## src/design/ssr_pkg.sv

```systemverilog
// ---------------------------------------------------------------------------
// ssr_pkg
// Shared types and constants of the substring search-and-replace block.
// ---------------------------------------------------------------------------
package ssr_pkg;

    // Hard limit on the window and on the pattern and replacement storage
    localparam int WIN_DEPTH       = 16;
    localparam int PATTERN_MAX_DEF = 16;
    localparam int REPLACE_MAX_DEF = 16;

    localparam int CFG_IDX_W  = 3;
    localparam int CFG_DATA_W = 64;
    localparam int LEN_W      = 5;
    localparam int POS_W      = 6;

    typedef enum logic [CFG_IDX_W-1:0] {
        CFG_PATTERN_LOW  = 3'd0,
        CFG_PATTERN_HIGH = 3'd1,
        CFG_PATTERN_LEN  = 3'd2,
        CFG_REPLACE_LOW  = 3'd3,
        CFG_REPLACE_HIGH = 3'd4,
        CFG_REPLACE_LEN  = 3'd5
    } cfg_idx_t;

    // One request of work handed from the front to the back
    typedef struct packed {
        logic                           head_vld;   // emit head_byte first
        logic [7:0]                     head_byte;
        logic                           rep;        // emit the replacement run
        logic [LEN_W-1:0]               flush_cnt;  // window bytes to flush
        logic [WIN_DEPTH-1:0][7:0]      flush_bytes;
        logic                           last;       // ends the text
    } job_t;

endpackage

```

## src/design/ssr_front.sv

```systemverilog
// ---------------------------------------------------------------------------
// ssr_front
// Accept text bytes, maintain the match window and issue at most one job per byte.
// ---------------------------------------------------------------------------
module ssr_front #(
    parameter int PATTERN_MAX = ssr_pkg::PATTERN_MAX_DEF
) (
    input  logic                       clk,
    input  logic                       rst_n,
    input  logic                       in_valid,
    output logic                       in_ready,
    input  logic [7:0]                 in_byte,
    input  logic                       in_last,
    input  logic [8*ssr_pkg::WIN_DEPTH-1:0] pattern,
    input  logic [ssr_pkg::LEN_W-1:0]  plen,
    input  logic [ssr_pkg::LEN_W-1:0]  rlen,
    input  logic                       win_clear,
    input  logic                       q_full,
    output logic                       push,
    output ssr_pkg::job_t              job
);

    localparam int WIN = (PATTERN_MAX < ssr_pkg::WIN_DEPTH) ? PATTERN_MAX : ssr_pkg::WIN_DEPTH;

    logic [7:0]                win_reg  [WIN];
    logic [7:0]                win_next [WIN];
    logic [7:0]                w1       [WIN];
    logic [ssr_pkg::LEN_W-1:0] cnt_reg, cnt_next;
    logic [ssr_pkg::LEN_W-1:0] c1, c2;
    logic                      full, eq, match, accept;

    assign in_ready = !q_full;
    assign accept   = in_valid && in_ready;

    always_comb
    begin
        full = (plen != '0) && (cnt_reg >= plen);
        c1   = full ? (plen - 1'b1) : cnt_reg;
        for (int i = 0; i < WIN; i++)
        begin
            w1[i] = win_reg[i];
        end
        // drop the oldest byte when the window is full
        if (full)
        begin
            for (int i = 0; i < WIN - 1; i++)
            begin
                w1[i] = win_reg[i+1];
            end
        end
        for (int i = 0; i < WIN; i++)
        begin
            if (ssr_pkg::LEN_W'(i) == c1)
            begin
                w1[i] = in_byte;
            end
        end
        c2 = c1 + 1'b1;
        eq = 1'b1;
        for (int i = 0; i < WIN; i++)
        begin
            if ((ssr_pkg::LEN_W'(i) < plen) && (w1[i] != pattern[8*i +: 8]))
            begin
                eq = 1'b0;
            end
        end
        match = (plen != '0) && (c2 == plen) && eq;

        job.head_vld  = (plen == '0) || full;
        job.head_byte = (plen == '0) ? in_byte : win_reg[0];
        job.rep       = match;
        job.flush_cnt = (in_last && (plen != '0) && !match) ? c2 : '0;
        job.flush_bytes = '0;
        for (int i = 0; i < WIN; i++)
        begin
            job.flush_bytes[i] = w1[i];
        end
        job.last = in_last;

        push = accept && ((plen == '0) || full || (match && (rlen != '0)) || in_last);

        for (int i = 0; i < WIN; i++)
        begin
            win_next[i] = win_reg[i];
        end
        cnt_next = cnt_reg;
        if (accept)
        begin
            for (int i = 0; i < WIN; i++)
            begin
                win_next[i] = w1[i];
            end
            cnt_next = ((plen == '0) || match || in_last) ? '0 : c2;
        end
        if (win_clear)
        begin
            cnt_next = '0;
        end
    end

    always_ff @(posedge clk or negedge rst_n)
    begin
        if (!rst_n)
        begin
            cnt_reg <= '0;
        end
        else
        begin
            cnt_reg <= cnt_next;
        end
    end

    always_ff @(posedge clk)
    begin
        for (int i = 0; i < WIN; i++)
        begin
            win_reg[i] <= win_next[i];
        end
    end

endmodule

```

## src/design/ssr_queue.sv

```systemverilog
// ---------------------------------------------------------------------------
// ssr_queue
// Two-entry job queue between front and back.
// ---------------------------------------------------------------------------
module ssr_queue (
    input  logic          clk,
    input  logic          rst_n,
    input  logic          push,
    input  ssr_pkg::job_t push_job,
    input  logic          pop,
    output ssr_pkg::job_t head_job,
    output logic          full,
    output logic          empty
);

    ssr_pkg::job_t entry_reg [2];
    logic          wr_ptr_reg, wr_ptr_next;
    logic          rd_ptr_reg, rd_ptr_next;
    logic [1:0]    cnt_reg, cnt_next;

    assign full     = (cnt_reg == 2'd2);
    assign empty    = (cnt_reg == 2'd0);
    assign head_job = entry_reg[rd_ptr_reg];

    always_comb
    begin
        wr_ptr_next = push ? !wr_ptr_reg : wr_ptr_reg;
        rd_ptr_next = pop  ? !rd_ptr_reg : rd_ptr_reg;
        cnt_next    = cnt_reg + {1'b0, push} - {1'b0, pop};
    end

    always_ff @(posedge clk or negedge rst_n)
    begin
        if (!rst_n)
        begin
            wr_ptr_reg <= 1'b0;
            rd_ptr_reg <= 1'b0;
            cnt_reg    <= 2'd0;
        end
        else
        begin
            wr_ptr_reg <= wr_ptr_next;
            rd_ptr_reg <= rd_ptr_next;
            cnt_reg    <= cnt_next;
        end
    end

    always_ff @(posedge clk)
    begin
        if (push)
        begin
            entry_reg[wr_ptr_reg] <= push_job;
        end
    end

endmodule

```

## src/design/ssr_back.sv

```systemverilog
// ---------------------------------------------------------------------------
// ssr_back
// Step through the queued job and emit one result per cycle while a job is queued and out_ready allows.
// ---------------------------------------------------------------------------
module ssr_back (
    input  logic                        clk,
    input  logic                        rst_n,
    input  ssr_pkg::job_t               job,
    input  logic                        q_empty,
    output logic                        pop,
    input  logic [8*ssr_pkg::WIN_DEPTH-1:0] replace,
    input  logic [ssr_pkg::LEN_W-1:0]   rlen,
    output logic                        out_valid,
    input  logic                        out_ready,
    output logic [7:0]                  out_byte,
    output logic                        has_char,
    output logic                        out_last
);

    logic [ssr_pkg::POS_W-1:0] pos_reg, pos_next;
    logic [ssr_pkg::POS_W-1:0] total, rep_n, k, fidx;
    logic                      valid_reg, valid_next;
    logic [7:0]                byte_reg, byte_next;
    logic                      has_reg, has_next;
    logic                      last_reg, last_next;
    logic                      advance, done;

    assign out_valid = valid_reg;
    assign out_byte  = byte_reg;
    assign has_char  = has_reg;
    assign out_last  = last_reg;

    assign advance = !q_empty && (!valid_reg || out_ready);

    always_comb
    begin
        rep_n = job.rep ? ssr_pkg::POS_W'(rlen) : '0;
        total = ssr_pkg::POS_W'(job.head_vld) + rep_n + ssr_pkg::POS_W'(job.flush_cnt);
        k     = pos_reg - ssr_pkg::POS_W'(job.head_vld);
        fidx  = k - rep_n;
        done  = (total == '0) || (pos_reg == total - 1'b1);

        priority if (total == '0)
        begin
            byte_next = '0;    // bare end mark
        end
        else if (job.head_vld && (pos_reg == '0))
        begin
            byte_next = job.head_byte;
        end
        else if (k < rep_n)
        begin
            byte_next = replace[8*k[3:0] +: 8];
        end
        else
        begin
            byte_next = job.flush_bytes[fidx[3:0]];
        end
        has_next  = (total != '0);
        last_next = job.last && done;

        valid_next = valid_reg;
        if (out_ready)
        begin
            valid_next = 1'b0;
        end
        if (advance)
        begin
            valid_next = 1'b1;
        end

        pos_next = pos_reg;
        pop      = 1'b0;
        if (advance)
        begin
            if (done)
            begin
                pos_next = '0;
                pop      = 1'b1;
            end
            else
            begin
                pos_next = pos_reg + 1'b1;
            end
        end
    end

    always_ff @(posedge clk or negedge rst_n)
    begin
        if (!rst_n)
        begin
            pos_reg   <= '0;
            valid_reg <= 1'b0;
        end
        else
        begin
            pos_reg   <= pos_next;
            valid_reg <= valid_next;
        end
    end

    always_ff @(posedge clk)
    begin
        if (advance)
        begin
            byte_reg <= byte_next;
            has_reg  <= has_next;
            last_reg <= last_next;
        end
    end

endmodule

```

## src/design/substring_search_replace.sv

```systemverilog
// ---------------------------------------------------------------------------
// substring_search_replace
// Streaming search-and-replace over a byte text with a last flag.
// ---------------------------------------------------------------------------
// Bytes enter on s_axis one per request, tlast marking the end of a text. Every
// leftmost, non-overlapping occurrence of the configured pattern is replaced by
// the configured replacement; all other bytes leave on m_axis in order, with a
// delay of up to the pattern length in bytes while they are held in the window.
// m_axis_tuser is 1 when tdata carries a byte and 0 for a bare end mark, sent only
// when the last input byte yields no byte at all; m_axis_tlast marks the final
// result of each text. Rate: the front takes one byte per cycle while the queue
// is not full; a byte that yields k results holds the output sequencer until it
// has issued all k, stalling while m_axis is not ready: a match yields the
// replacement, the flush at end of text the bytes still held. A two-job queue
// lets the front keep accepting while the sequencer works through a replacement
// run. With the queue empty, the first result of a byte passes the queue entry
// and the output register before it is offered on m_axis. Program the registers
// between texts only: writing pattern_len discards the window. A zero pattern
// length passes the text through unchanged.
// ---------------------------------------------------------------------------
module substring_search_replace #(
    parameter int PATTERN_MAX = ssr_pkg::PATTERN_MAX_DEF,
    parameter int REPLACE_MAX = ssr_pkg::REPLACE_MAX_DEF
) (
    input  logic                           clk,
    input  logic                           rst_n,
    // input stream
    input  logic                           s_axis_tvalid,
    output logic                           s_axis_tready,
    input  logic [7:0]                     s_axis_tdata,   // [7:0] in_byte
    input  logic                           s_axis_tlast,   // in_last
    // output stream
    output logic                           m_axis_tvalid,
    input  logic                           m_axis_tready,
    output logic [7:0]                     m_axis_tdata,   // [7:0] out_byte
    output logic                           m_axis_tuser,   // [0] has_char
    output logic                           m_axis_tlast,   // out_last
    // register write channel
    input  logic                           cfg_valid,
    output logic                           cfg_ready,
    input  logic [ssr_pkg::CFG_IDX_W-1:0]  cfg_index,
    input  logic [ssr_pkg::CFG_DATA_W-1:0] cfg_data
);

    // effective length caps: the storage never exceeds WIN_DEPTH bytes
    localparam int PCAP = (PATTERN_MAX < ssr_pkg::WIN_DEPTH) ? PATTERN_MAX : ssr_pkg::WIN_DEPTH;
    localparam int RCAP = (REPLACE_MAX < ssr_pkg::WIN_DEPTH) ? REPLACE_MAX : ssr_pkg::WIN_DEPTH;

    logic [8*ssr_pkg::WIN_DEPTH-1:0] pattern_reg, replace_reg;
    logic [ssr_pkg::LEN_W-1:0]       plen_cfg_reg, rlen_cfg_reg;
    logic [ssr_pkg::LEN_W-1:0]       plen, rlen;
    logic                            cfg_wr, win_clear;

    logic          push, pop, q_full, q_empty;
    ssr_pkg::job_t push_job, head_job;

    // registers are always writable
    assign cfg_ready = 1'b1;
    assign cfg_wr    = cfg_valid && cfg_ready;
    assign win_clear = cfg_wr && (cfg_index == ssr_pkg::CFG_PATTERN_LEN);

    // clamp the programmed lengths to what the block can hold
    assign plen = (plen_cfg_reg > ssr_pkg::LEN_W'(PCAP)) ? ssr_pkg::LEN_W'(PCAP) : plen_cfg_reg;
    assign rlen = (rlen_cfg_reg > ssr_pkg::LEN_W'(RCAP)) ? ssr_pkg::LEN_W'(RCAP) : rlen_cfg_reg;

    always_ff @(posedge clk or negedge rst_n)
    begin
        if (!rst_n)
        begin
            pattern_reg  <= '0;
            replace_reg  <= '0;
            plen_cfg_reg <= '0;
            rlen_cfg_reg <= '0;
        end
        else if (cfg_wr)
        begin
            unique case (cfg_index)
                ssr_pkg::CFG_PATTERN_LOW:  pattern_reg[63:0]   <= cfg_data;
                ssr_pkg::CFG_PATTERN_HIGH: pattern_reg[127:64] <= cfg_data;
                ssr_pkg::CFG_PATTERN_LEN:  plen_cfg_reg <= cfg_data[ssr_pkg::LEN_W-1:0];
                ssr_pkg::CFG_REPLACE_LOW:  replace_reg[63:0]   <= cfg_data;
                ssr_pkg::CFG_REPLACE_HIGH: replace_reg[127:64] <= cfg_data;
                ssr_pkg::CFG_REPLACE_LEN:  rlen_cfg_reg <= cfg_data[ssr_pkg::LEN_W-1:0];
                default:
                begin
                    // drop writes to unused indexes
                end
            endcase
        end
    end

    // front: window and match decision, one byte per cycle while the queue has room
    ssr_front #(
        .PATTERN_MAX (PATTERN_MAX)
    ) u_front (
        .clk       (clk),
        .rst_n     (rst_n),
        .in_valid  (s_axis_tvalid),
        .in_ready  (s_axis_tready),
        .in_byte   (s_axis_tdata),
        .in_last   (s_axis_tlast),
        .pattern   (pattern_reg),
        .plen      (plen),
        .rlen      (rlen),
        .win_clear (win_clear),
        .q_full    (q_full),
        .push      (push),
        .job       (push_job)
    );

    // hold up to two jobs so the front runs ahead of long replacement runs
    ssr_queue u_queue (
        .clk      (clk),
        .rst_n    (rst_n),
        .push     (push),
        .push_job (push_job),
        .pop      (pop),
        .head_job (head_job),
        .full     (q_full),
        .empty    (q_empty)
    );

    // back: emit head byte, replacement run and flush, one result per cycle while m_axis is ready
    ssr_back u_back (
        .clk       (clk),
        .rst_n     (rst_n),
        .job       (head_job),
        .q_empty   (q_empty),
        .pop       (pop),
        .replace   (replace_reg),
        .rlen      (rlen),
        .out_valid (m_axis_tvalid),
        .out_ready (m_axis_tready),
        .out_byte  (m_axis_tdata),
        .has_char  (m_axis_tuser),
        .out_last  (m_axis_tlast)
    );

endmodule
```

## config.mk

```make
export PLATFORM = sky130hd
export DESIGN_NAME = substring_search_replace
export DESIGN_NICKNAME = d
export VERILOG_FILES = /design/src/design/ssr_pkg.sv /design/src/design/ssr_front.sv /design/src/design/ssr_queue.sv /design/src/design/ssr_back.sv /design/src/design/substring_search_replace.sv
export SDC_FILE = /design/constraint.sdc
export NUM_CORES = 1
export LEC_CHECK = 0
export BUFFER_PORTS_ARGS = -buffer_cell sky130_fd_sc_hd__buf_4
export CORE_MARGIN = 2
export CORE_UTILIZATION = 63
export CTS_CLUSTER_SIZE = 20
export DETAILED_ROUTE_END_ITERATION = 10
export PLACE_DENSITY_LB_ADDON = 0.08
export SKIP_LAST_GASP = 1
export SLEW_MARGIN = 20
export SYNTH_ARGS = -nofsm -noshare
export SYNTH_HDL_FRONTEND = slang
export SYNTH_HIERARCHICAL = 1
export SYNTH_SLANG_ARGS = --single-unit
```

## constraint.sdc

```tcl
create_clock -name clk -period 14.65 [get_ports clk]
set_input_delay 0.7325 -clock clk [delete_from_list [all_inputs] [get_ports clk]]
set_output_delay 0.7325 -clock clk [all_outputs]
set_load 0.02 [all_outputs]
```

# Word-level counts from Yosys, hierarchy flattened
# Memories as Yosys holds them, arrays and structs flattened.
# Cells that the tools add are included.
[op_classes]
add_sub_neg = 10
magnitude_cmp = 21
eq_ne = 39
shift = 1
mux = 54
n_reduce_logical = 58
[ops]
columns = ["cell", "n"]
rows = [
  ["2-to-1 mux 8 bit", 20],
  ["2-to-1 mux 128 bit", 1],
  ["inequality test 8 bit", 16],
  ["variable part select 128 x 8 -> 8 bit", 1],
  ["2-to-1 mux 120 bit", 1],
  ["equality test 4 x 5 -> 1 bit (first input constant)", 8],
  ["< comparator 4 x 5 -> 1 bit (first input constant)", 8],
  ["2-to-1 mux 5 bit", 8],
  ["binary-select mux 8 bit (select 4 bit)", 1],
  ["logical AND 1 bit", 28],
  ["2-to-1 mux 1 bit", 22],
  ["equality test 3 x 5 -> 1 bit (first input constant)", 4],
  ["< comparator 3 x 5 -> 1 bit (first input constant)", 4],
  ["logical NOT 6 bit", 2],
  ["AND reduction 2 bit", 6],
  ["equality test 2 x 5 -> 1 bit (first input constant)", 2],
  ["greater-than comparator 5 bit (second input constant)", 2],
  ["logical NOT 5 bit", 2],
  ["< comparator 1 x 5 -> 1 bit (first input constant)", 2],
  ["< comparator 2 x 5 -> 1 bit (first input constant)", 2],
  ["nonzero test 5 bit", 2],
  ["logical OR 1 bit", 7],
  ["adder 1 x 5 -> 6 bit", 1],
  ["adder 6 x 1 -> 6 bit (second input constant)", 1],
  ["24 further kinds", 32],
]
[totals]
regBits = 292
mem_bits_rw = 416
out_inout_bits = 13
elab_cells = 200
mem_count = 2
[memory_table]
columns = ["memory", "words", "width", "rd", "rd_ports_with_merged_regs", "wr", "line_no", "source"]
rows = [
  ["u_queue.entry_reg", 2, 144, 1, 0, 1, "ssr_queue.sv:16", "ssr_pkg::job_t entry_reg [2];"],
  ["u_front.win_reg", 16, 8, 16, 0, 16, "ssr_front.sv:25", "logic [7:0] win_reg [WIN];"],
]

# Longest topological paths before layout
# Gate-level depths: netlist (run 1).
[logic_depth]
ltp_word = 32
depth_mapped = 32

# By module
# The synthesis (run 1) kept the hierarchy.
[modules_own_cells]
columns = ["module", "instances", "cells_per_inst", "area_per_inst_um2", "seq_area_each_um2"]
rows = [
  ["ssr_front", 1, 1372, 11612.4, 3968.8],
  ["ssr_queue", 1, 463, 10777.8, 8748.4],
  ["substring_search_replace", 1, 579, 10727.8, 6656.4],
  ["ssr_back", 1, 265, 3469.6, 475.5],
]

# Least setup slack after synthesis (run 1)
# OpenSTA, ideal clock, no wires.
[synth_path]
path_type = "register to register"
from = "register plen_cfg_reg[4] (netlist bit)"
to = "memory u_queue/entry_reg[0][0] (netlist bit) (enable)"
setup_ps = 667
t_arrival_ps = 12408
path_slack_ps = 1576
stages_incl_launch_ff = 31
period_less_slack_ps = 13074
cell_sequence = "dfrtp_1 > nor2b_1 > buf_2 > clkbuf_1 > buf_2 > inv_1 > ha_1 > nand2_1 > o21ai_1 > a21oi_4 > buf_6 > buf_6 > buf_6 > buf_6 > clkbuf_1 > or3_1 > o21ai_0 > ha_1 > clkbuf_1 > o21ai_0 > xor2_1 > nor4_1 > nand4_1 > nor4_1 > a21oi_1 > nor4b_1 > o2111ai_1 > nor4b_4 > o21ai_1 > a31oi_1 > nor2b_1"
[synth_rtl]
columns = ["item", "line_no", "source"]
rows = [
  ["start: declaration", "substring_search_replace.sv:50", "logic [ssr_pkg::LEN_W-1:0] plen_cfg_reg, rlen_cfg_reg;"],
  ["start signal: assignment", "substring_search_replace.sv:80", "ssr_pkg::CFG_PATTERN_LEN: plen_cfg_reg <= cfg_data[ssr_pkg::LEN_W-1:0];"],
  ["end: declaration", "ssr_queue.sv:16", ""],
]

==> results of run 1 <==
[worst max-delay path, cell delays in order (launching register included)]
cell	delay (ns)
dfrtp_1	0.37
nor2b_1	0.13
buf_4	0.22
inv_1	0.21
ha_1	0.20
nor4b_1	0.77
nor2_1	0.40
a21oi_4	0.86
buf_4	0.62
or3_1	0.20
o21ai_0	0.08
ha_1	0.42
o21ai_0	0.53
xor2_1	0.13
nor4_1	0.35
nand4_1	0.22
nor4_1	0.22
a21oi_1	0.07
nor4b_1	0.36
o2111ai_1	0.25
nor4b_4	0.52
o21ai_1	0.13
a31oi_1	0.44
and2_4	0.83
buf_6	0.70
[power by group]
part / internal [mW] / total, mW / switching (mW)
Combinational: 2.29 / 5.92 / 3.63
Sequential: 3.31 / 3.89 / 0.579
Clock: 1.05 / 1.84 / 0.789
[cell type report]
type	count	area share, %
diodes	5	0.03141
clock buffers	94	5.067
clock inverters	34	0.7664
inverters	125	1.184
multi-input cells	1694	38.15
flip-flops and latches	708	49.84
well taps	765	2.403
repair buffers	129	2.563
[routing by layer]
metal,part of all wire [%],vias to the layer above
met4,4.6,2
li1,-,10323
met5,0.012,-
met1,39,12701
met2,43,1888
met3,14,287
[Yosys cell counts, types with 11 or more instances]
library cell / instances
a21oi_1: 103
o21a_1: 22
a221oi_1: 23
xor2_1: 35
nand4_1: 20
buf_1: 13
o22ai_1: 36
buf_6: 26
o32ai_1: 30
buf_12: 18
dfrtp_1: 282
nor2_1: 113
nor2b_1: 20
or3_1: 17
edfxtp_1: 426
buf_4: 13
o221a_2: 13
inv_1: 121
ha_1: 25
a22oi_1: 17
nand2b_1: 11
o211ai_1: 22
or2_2: 20
mux2_2: 236
nor4_1: 30
buf_2: 29
clkbuf_1: 53
o21ai_0: 61
a211oi_1: 27
mux2i_1: 38
mux4_2: 79
and3_1: 12
mux2_4: 180
nand2_1: 179
nand3_1: 24
xnor2_1: 66
nor3_1: 44
and2_1: 11
[path summary, 6_finish.rpt]
path / from / slack, ns / cells after the start / endpoint
min reg2reg: plen_cfg_reg[3] / 0.50 / 1 / plen_cfg_reg[3]
max: plen_cfg_reg[1] / 4.85 / 24 / u_queue/entry_reg[1][17]
min in group clk: cfg_data[61] / 0.38 / 2 / pattern_reg[125]
max in group asynchronous: rst_n / 12.92 / 2 / replace_reg[69]
max reg2reg: plen_cfg_reg[1] / 4.85 / 24 / u_queue/entry_reg[1][17]
min: rst_n / 0.07 / 1 / u_back/pos_reg[4]
[cells by family after synthesis]
kind of cell               Yosys count
muxes                              539
and+or+nand+nor                    543
other                                1
buffers and inverters              277
xor gates and xnor gates           104
adders and majority gates           28
AOI/OAI and AO/OA                  479
DFF                                708
==> results.ini, run 1 <==
[synthesis]
ys_types = 106
synth_area_leader_cell = edfxtp_1
yosys.area_share.adder_pct = 1.019
yosys.area_share.simple_pct = 7.445
ys_ff_latch = 708
synth-xor-area-share_pct = 2.613
synth_area_um2 = 36590
syn_area_per_cell_um2 = 13.66
synth.top_cell.area_share_pct = 34.96
yosys_warnings = 6
synth_area_leaders = edfxtp_1 (35%), dfrtp_1 (19%), mux2_4 (7.4%)
synth_seq_area_share_pct = 54.25
synth_top_family_by_area = multiplexers
synth_nets = 2788
synth_compound_area_share_pct = 9.418
syn_inst = 2679
synthMuxAreaShare_pct = 20.84
synth_ff_type = edfxtp_1
synth_edf_count = 426
async_reset_ff_share_pct = 39.83

[clocking]
numClockSinks = 708
clkSlewWorstSetupHoldPaths_ns = 0.06
post_cts_buffers = 0
cts-buffers-inserted = 72
cts_hold_buf = 0
worstSkewPairLatency_ns = 0.62
cts_resized = 0
clockBufferDepth = 3
cts_tree = yes
root_buffer = clkbuf_16
htreeDepth = 3

[timing]
layout_setup_ws_ns = 4.846
fin_skew_ns = 0.02188
worst_slew_pin_slew_ns = 1.194
holdWs_ns = 0.07011
hold_viol_final = 0
fin_setup_tns_ns = 0
rsz0062_at_grt = no
final-setup-viol-count = 0
period_share_pct = 66.92
min_period_ns = 9.804
max_freq_mhz = 102.0
drv_slew = 0
relSlewSlack_pct = 19.81

[routing]
drt_iter0_drc = 3971
drc_errors = 0
drtPass1Iterations = 6
viasPerCell = 7.091
avgRoutedWirePerCell_um = 34.17
ant_nets = 0
vias = 25201
drt-total-wl_mm = 121.4

[place]
dp_hpwl_mm = 87.27
portBuffers = 92
gp_congestion = 1.048
pre_cts_ws_ns = 4.918
placed_area_um2 = 37480
dp.cells = 3421

[power_and_ir_drop]
p_leak_nw = 15.32
p_per_area_nw_per_um2 = 292.3
finalPower_mw = 11.64
peakVddDrop_v = 0.0003668

[floorplanning]
row_count = 88
die_area_um2 = 60020
ioPinCount = 94
fp.dieW_um = 245.0
coreArea_um2 = 57590
fp.dieH_um = 245.0
initial_utilization_pct = 63.54

[grt]
antenna_found_initial = 12
grt-busiest-layer = met2
grt_pass1_wl_mm = 171.5
grt_max_degree = 179
use_met3_pct = 11.97
groute.usage.overall_pct = 40.65
use_met2_pct = 58.69
overflow = 0
grt_util_met1_pct = 57.90
grt_pass1_vias = 23933

[run_status]
outcome = completed

[final_layout]
multi_input_area_um2 = 15190
seq_area_um2 = 19850
fillers = 3808
area_growth_pct = 8.871
largest_register_ffs = 288
mostFrequentLayoutCells = edfxtp_1 (426), dfrtp_1 (281), mux2_2 (236), mux2_4 (180), nand2_1 (179)
fin_nets = 2839
final_cells = 3554
stdcell_area_um2 = 39830
drive_above_1_share_pct = 29.09
post-route-util_pct = 69.17
final_common_cell = edfxtp_1

[critical_path]
endpoint_kind = register
arrival_ns = 10.04
cp.required_ns = 14.88
worst-setup-path-type = reg2reg
crit_path_max_fanout = 82
start_kind = register

[min_path]
min_path_type = in2async

[run]
maxCapViolCount = 0

No activity file was read; power rests on OpenSTA's default activity.
==> run 2, diff against run 1 <==
--- a/config.mk
+++ b/config.mk
@@ -5,6 +5,7 @@
 export SDC_FILE = /design/constraint.sdc
 export NUM_CORES = 1
 export LEC_CHECK = 0
+export ABC_AREA = 1
 export BUFFER_PORTS_ARGS = -buffer_cell sky130_fd_sc_hd__buf_4
 export CORE_MARGIN = 2
 export CORE_UTILIZATION = 63
==> constraint.sdc (replaced) <==
create_clock -name clk -period 9.26 [get_ports clk]
set_input_delay 0.463 -clock clk [delete_from_list [all_inputs] [get_ports clk]]
set_output_delay 0.463 -clock clk [all_outputs]
set_load 0.02 [all_outputs]
==> results.ini, run 2 <==
[grt]
overflow = 0
grt_max_degree = 180
grt_pass1_vias = 27633
groute.usage.overall_pct = 38.70
antenna_found_initial = 0
grt_pass1_wl_mm = 171.0

[critical_path]
start_kind = register
slowest_stage = a21oi_1
cpMostUsedCell = nand2_1
crit_path_max_fanout = 79
slowest_delay_ns = 0.68
arrival_ns = 8.24
worst-setup-path-type = reg2reg
cp.required_ns = 9.53
endpoint_kind = register

[timing]
worst_slew_pin_slew_ns = 1.163
holdWs_ns = 0.09219
max_freq_mhz = 125.3
hold_viol_final = 0
min_period_ns = 7.979
period_share_pct = 86.17
fin_setup_tns_ns = 0
relSlewSlack_pct = 22.48
rsz0062_at_grt = no
final-setup-viol-count = 0
drv_slew = 0
fin_skew_ns = 0.02726

[synthesis]
synth_seq_area_share_pct = 53.99
async_reset_ff_share_pct = 39.83
synth_area_leader_cell = edfxtp_1
ys_types = 49
synth_area_um2 = 36760
synth.top_cell.area_share_pct = 34.80
synth_edf_count = 426
ys_ff_latch = 708
syn_area_per_cell_um2 = 8.415
synth_area_leaders = edfxtp_1 (35%), dfrtp_1 (19%), nand2_1 (16%)
yosysMostFrequentCell = nand2_1
synth_ff_type = edfxtp_1
yosys_warnings = 6
syn_inst = 4369
synthTopCellsByCount = nand2_1 (1,586), inv_1 (457), edfxtp_1 (426)
synth_nets = 4478

[clocking]
worstSkewPairLatency_ns = 0.63
htreeDepth = 3
cts-buffers-inserted = 75
numClockSinks = 708
clkSlewWorstSetupHoldPaths_ns = 0.07
clockBufferDepth = 3
cts_resized = 0
cts_tree = yes
root_buffer = clkbuf_16

[floorplanning]
row_count = 88
die_area_um2 = 60300
fp.dieH_um = 245.6
coreArea_um2 = 57700
fp.dieW_um = 245.6
initial_utilization_pct = 63.72
ioPinCount = 94

[run]
maxCapViolCount = 0

[run_status]
outcome = completed

[final_layout]
fin_nets = 4475
final_cells = 5195
mostFrequentLayoutCells = nand2_1 (1,585), inv_1 (454), edfxtp_1 (426), o21ai_0 (310), nand3_1 (300)
largest_register_ffs = 288
final_common_cell = nand2_1
drive_above_1_share_pct = 8.873
area_growth_pct = 9.124

[routing]
viasPerCell = 5.853
drt-total-wl_mm = 115.9
drc_errors = 0
avgRoutedWirePerCell_um = 22.30
drt_iter0_drc = 4113
vias = 30408
drtPass1Iterations = 6
ant_nets = 0

[place]
dp.cells = 5053
gp_congestion = 0.9572
portBuffers = 92
dp_hpwl_mm = 79.09

[min_path]
min_path_type = in2reg

-- run 2: per-stage QoR --
stage	worst slack (ns)	utilization (%)	instance area (µm²)
after floorplan	0.3724	-	36770
after global placement	1.544	65.11	37570
after detailed placement	1.458	65.11	37570
after CTS	1.410	69.53	40120
after global routing	0.7182	69.53	40120
final	1.281	69.54	40120
-- run 2: cell type report --
| class | instances | area [µm²] |
|---|---|---|
| diodes | 1 | 2.502 |
| clock inverters | 50 | 509.2 |
| multi-input cells | 2982 | 13960 |
| clock buffers | 90 | 2031 |
| fillers | 4628 | 17580 |
| well taps | 765 | 957.2 |
| inverters | 476 | 1802 |
| repair buffers | 123 | 1008 |
| flip-flops and latches | 708 | 19850 |
-- run 2: cell families after synthesis --
kind of cell | after synthesis | synth area share, %
and+or+nand+nor | 2324 | 26.58
DFF | 708 | 53.99
buffers and inverters | 679 | 8.195
AOI/OAI and AO/OA | 576 | 8.764
xor gates and xnor gates | 31 | 0.8372
adders and majority gates | 28 | 1.014
muxes | 22 | 0.6126
other | 1 | 0.01020
-- run 2: worst max-delay path, delay by kind of cell, from the launching register on --
| kind | cells | cell delay, ns |
|---|---|---|
| AND/OR/NAND/NOR | 21 | 3.31 |
| buffers and inverters | 4 | 1.36 |
| adder cells (fa/ha/maj) | 2 | 0.74 |
| AO/OA/AOI/OAI | 4 | 1.66 |
| flip-flops | 1 | 0.40 |
-- run 2: timing repair --
action                                  in CTS  in global routing
endpoints found under the setup margin       0                  0
hold buffers                                 1                  0
setup buffers                                0                  0
endpoints found under the hold margin      112                  0
-- run 2: final timing paths --
check	from	to	slack, ns	depth (start not counted)
hold / removal	m_axis_tready	u_back/out_valid	0.09	4
min in group asynchronous	rst_n	replace_reg[12]	0.44	2
setup reg to reg	plen_cfg_reg[0]	u_queue/entry_reg[1][18]	1.28	31
setup / recovery	plen_cfg_reg[0]	u_queue/entry_reg[1][18]	1.28	31
hold reg to reg	replace_reg[114]	replace_reg[114]	0.46	2
max in group asynchronous	rst_n	pattern_reg[47]	7.22	3
-- run 2: routing by layer --
layer	global-route usage, %	part of all wire [%]	vias up	wire length [µm]
li1	-	-	14147	-
met1	53.39	39	14328	45440
met2	58.30	45	1661	51690
met3	8.218	11	272	12530
met4	19.52	5.4	0	6209
met5	0	0	-	0
Power of run 2 is left out: the tool's default activity adds up to more than one toggle a clock period on the data nets, which glitch-free logic cannot reach.
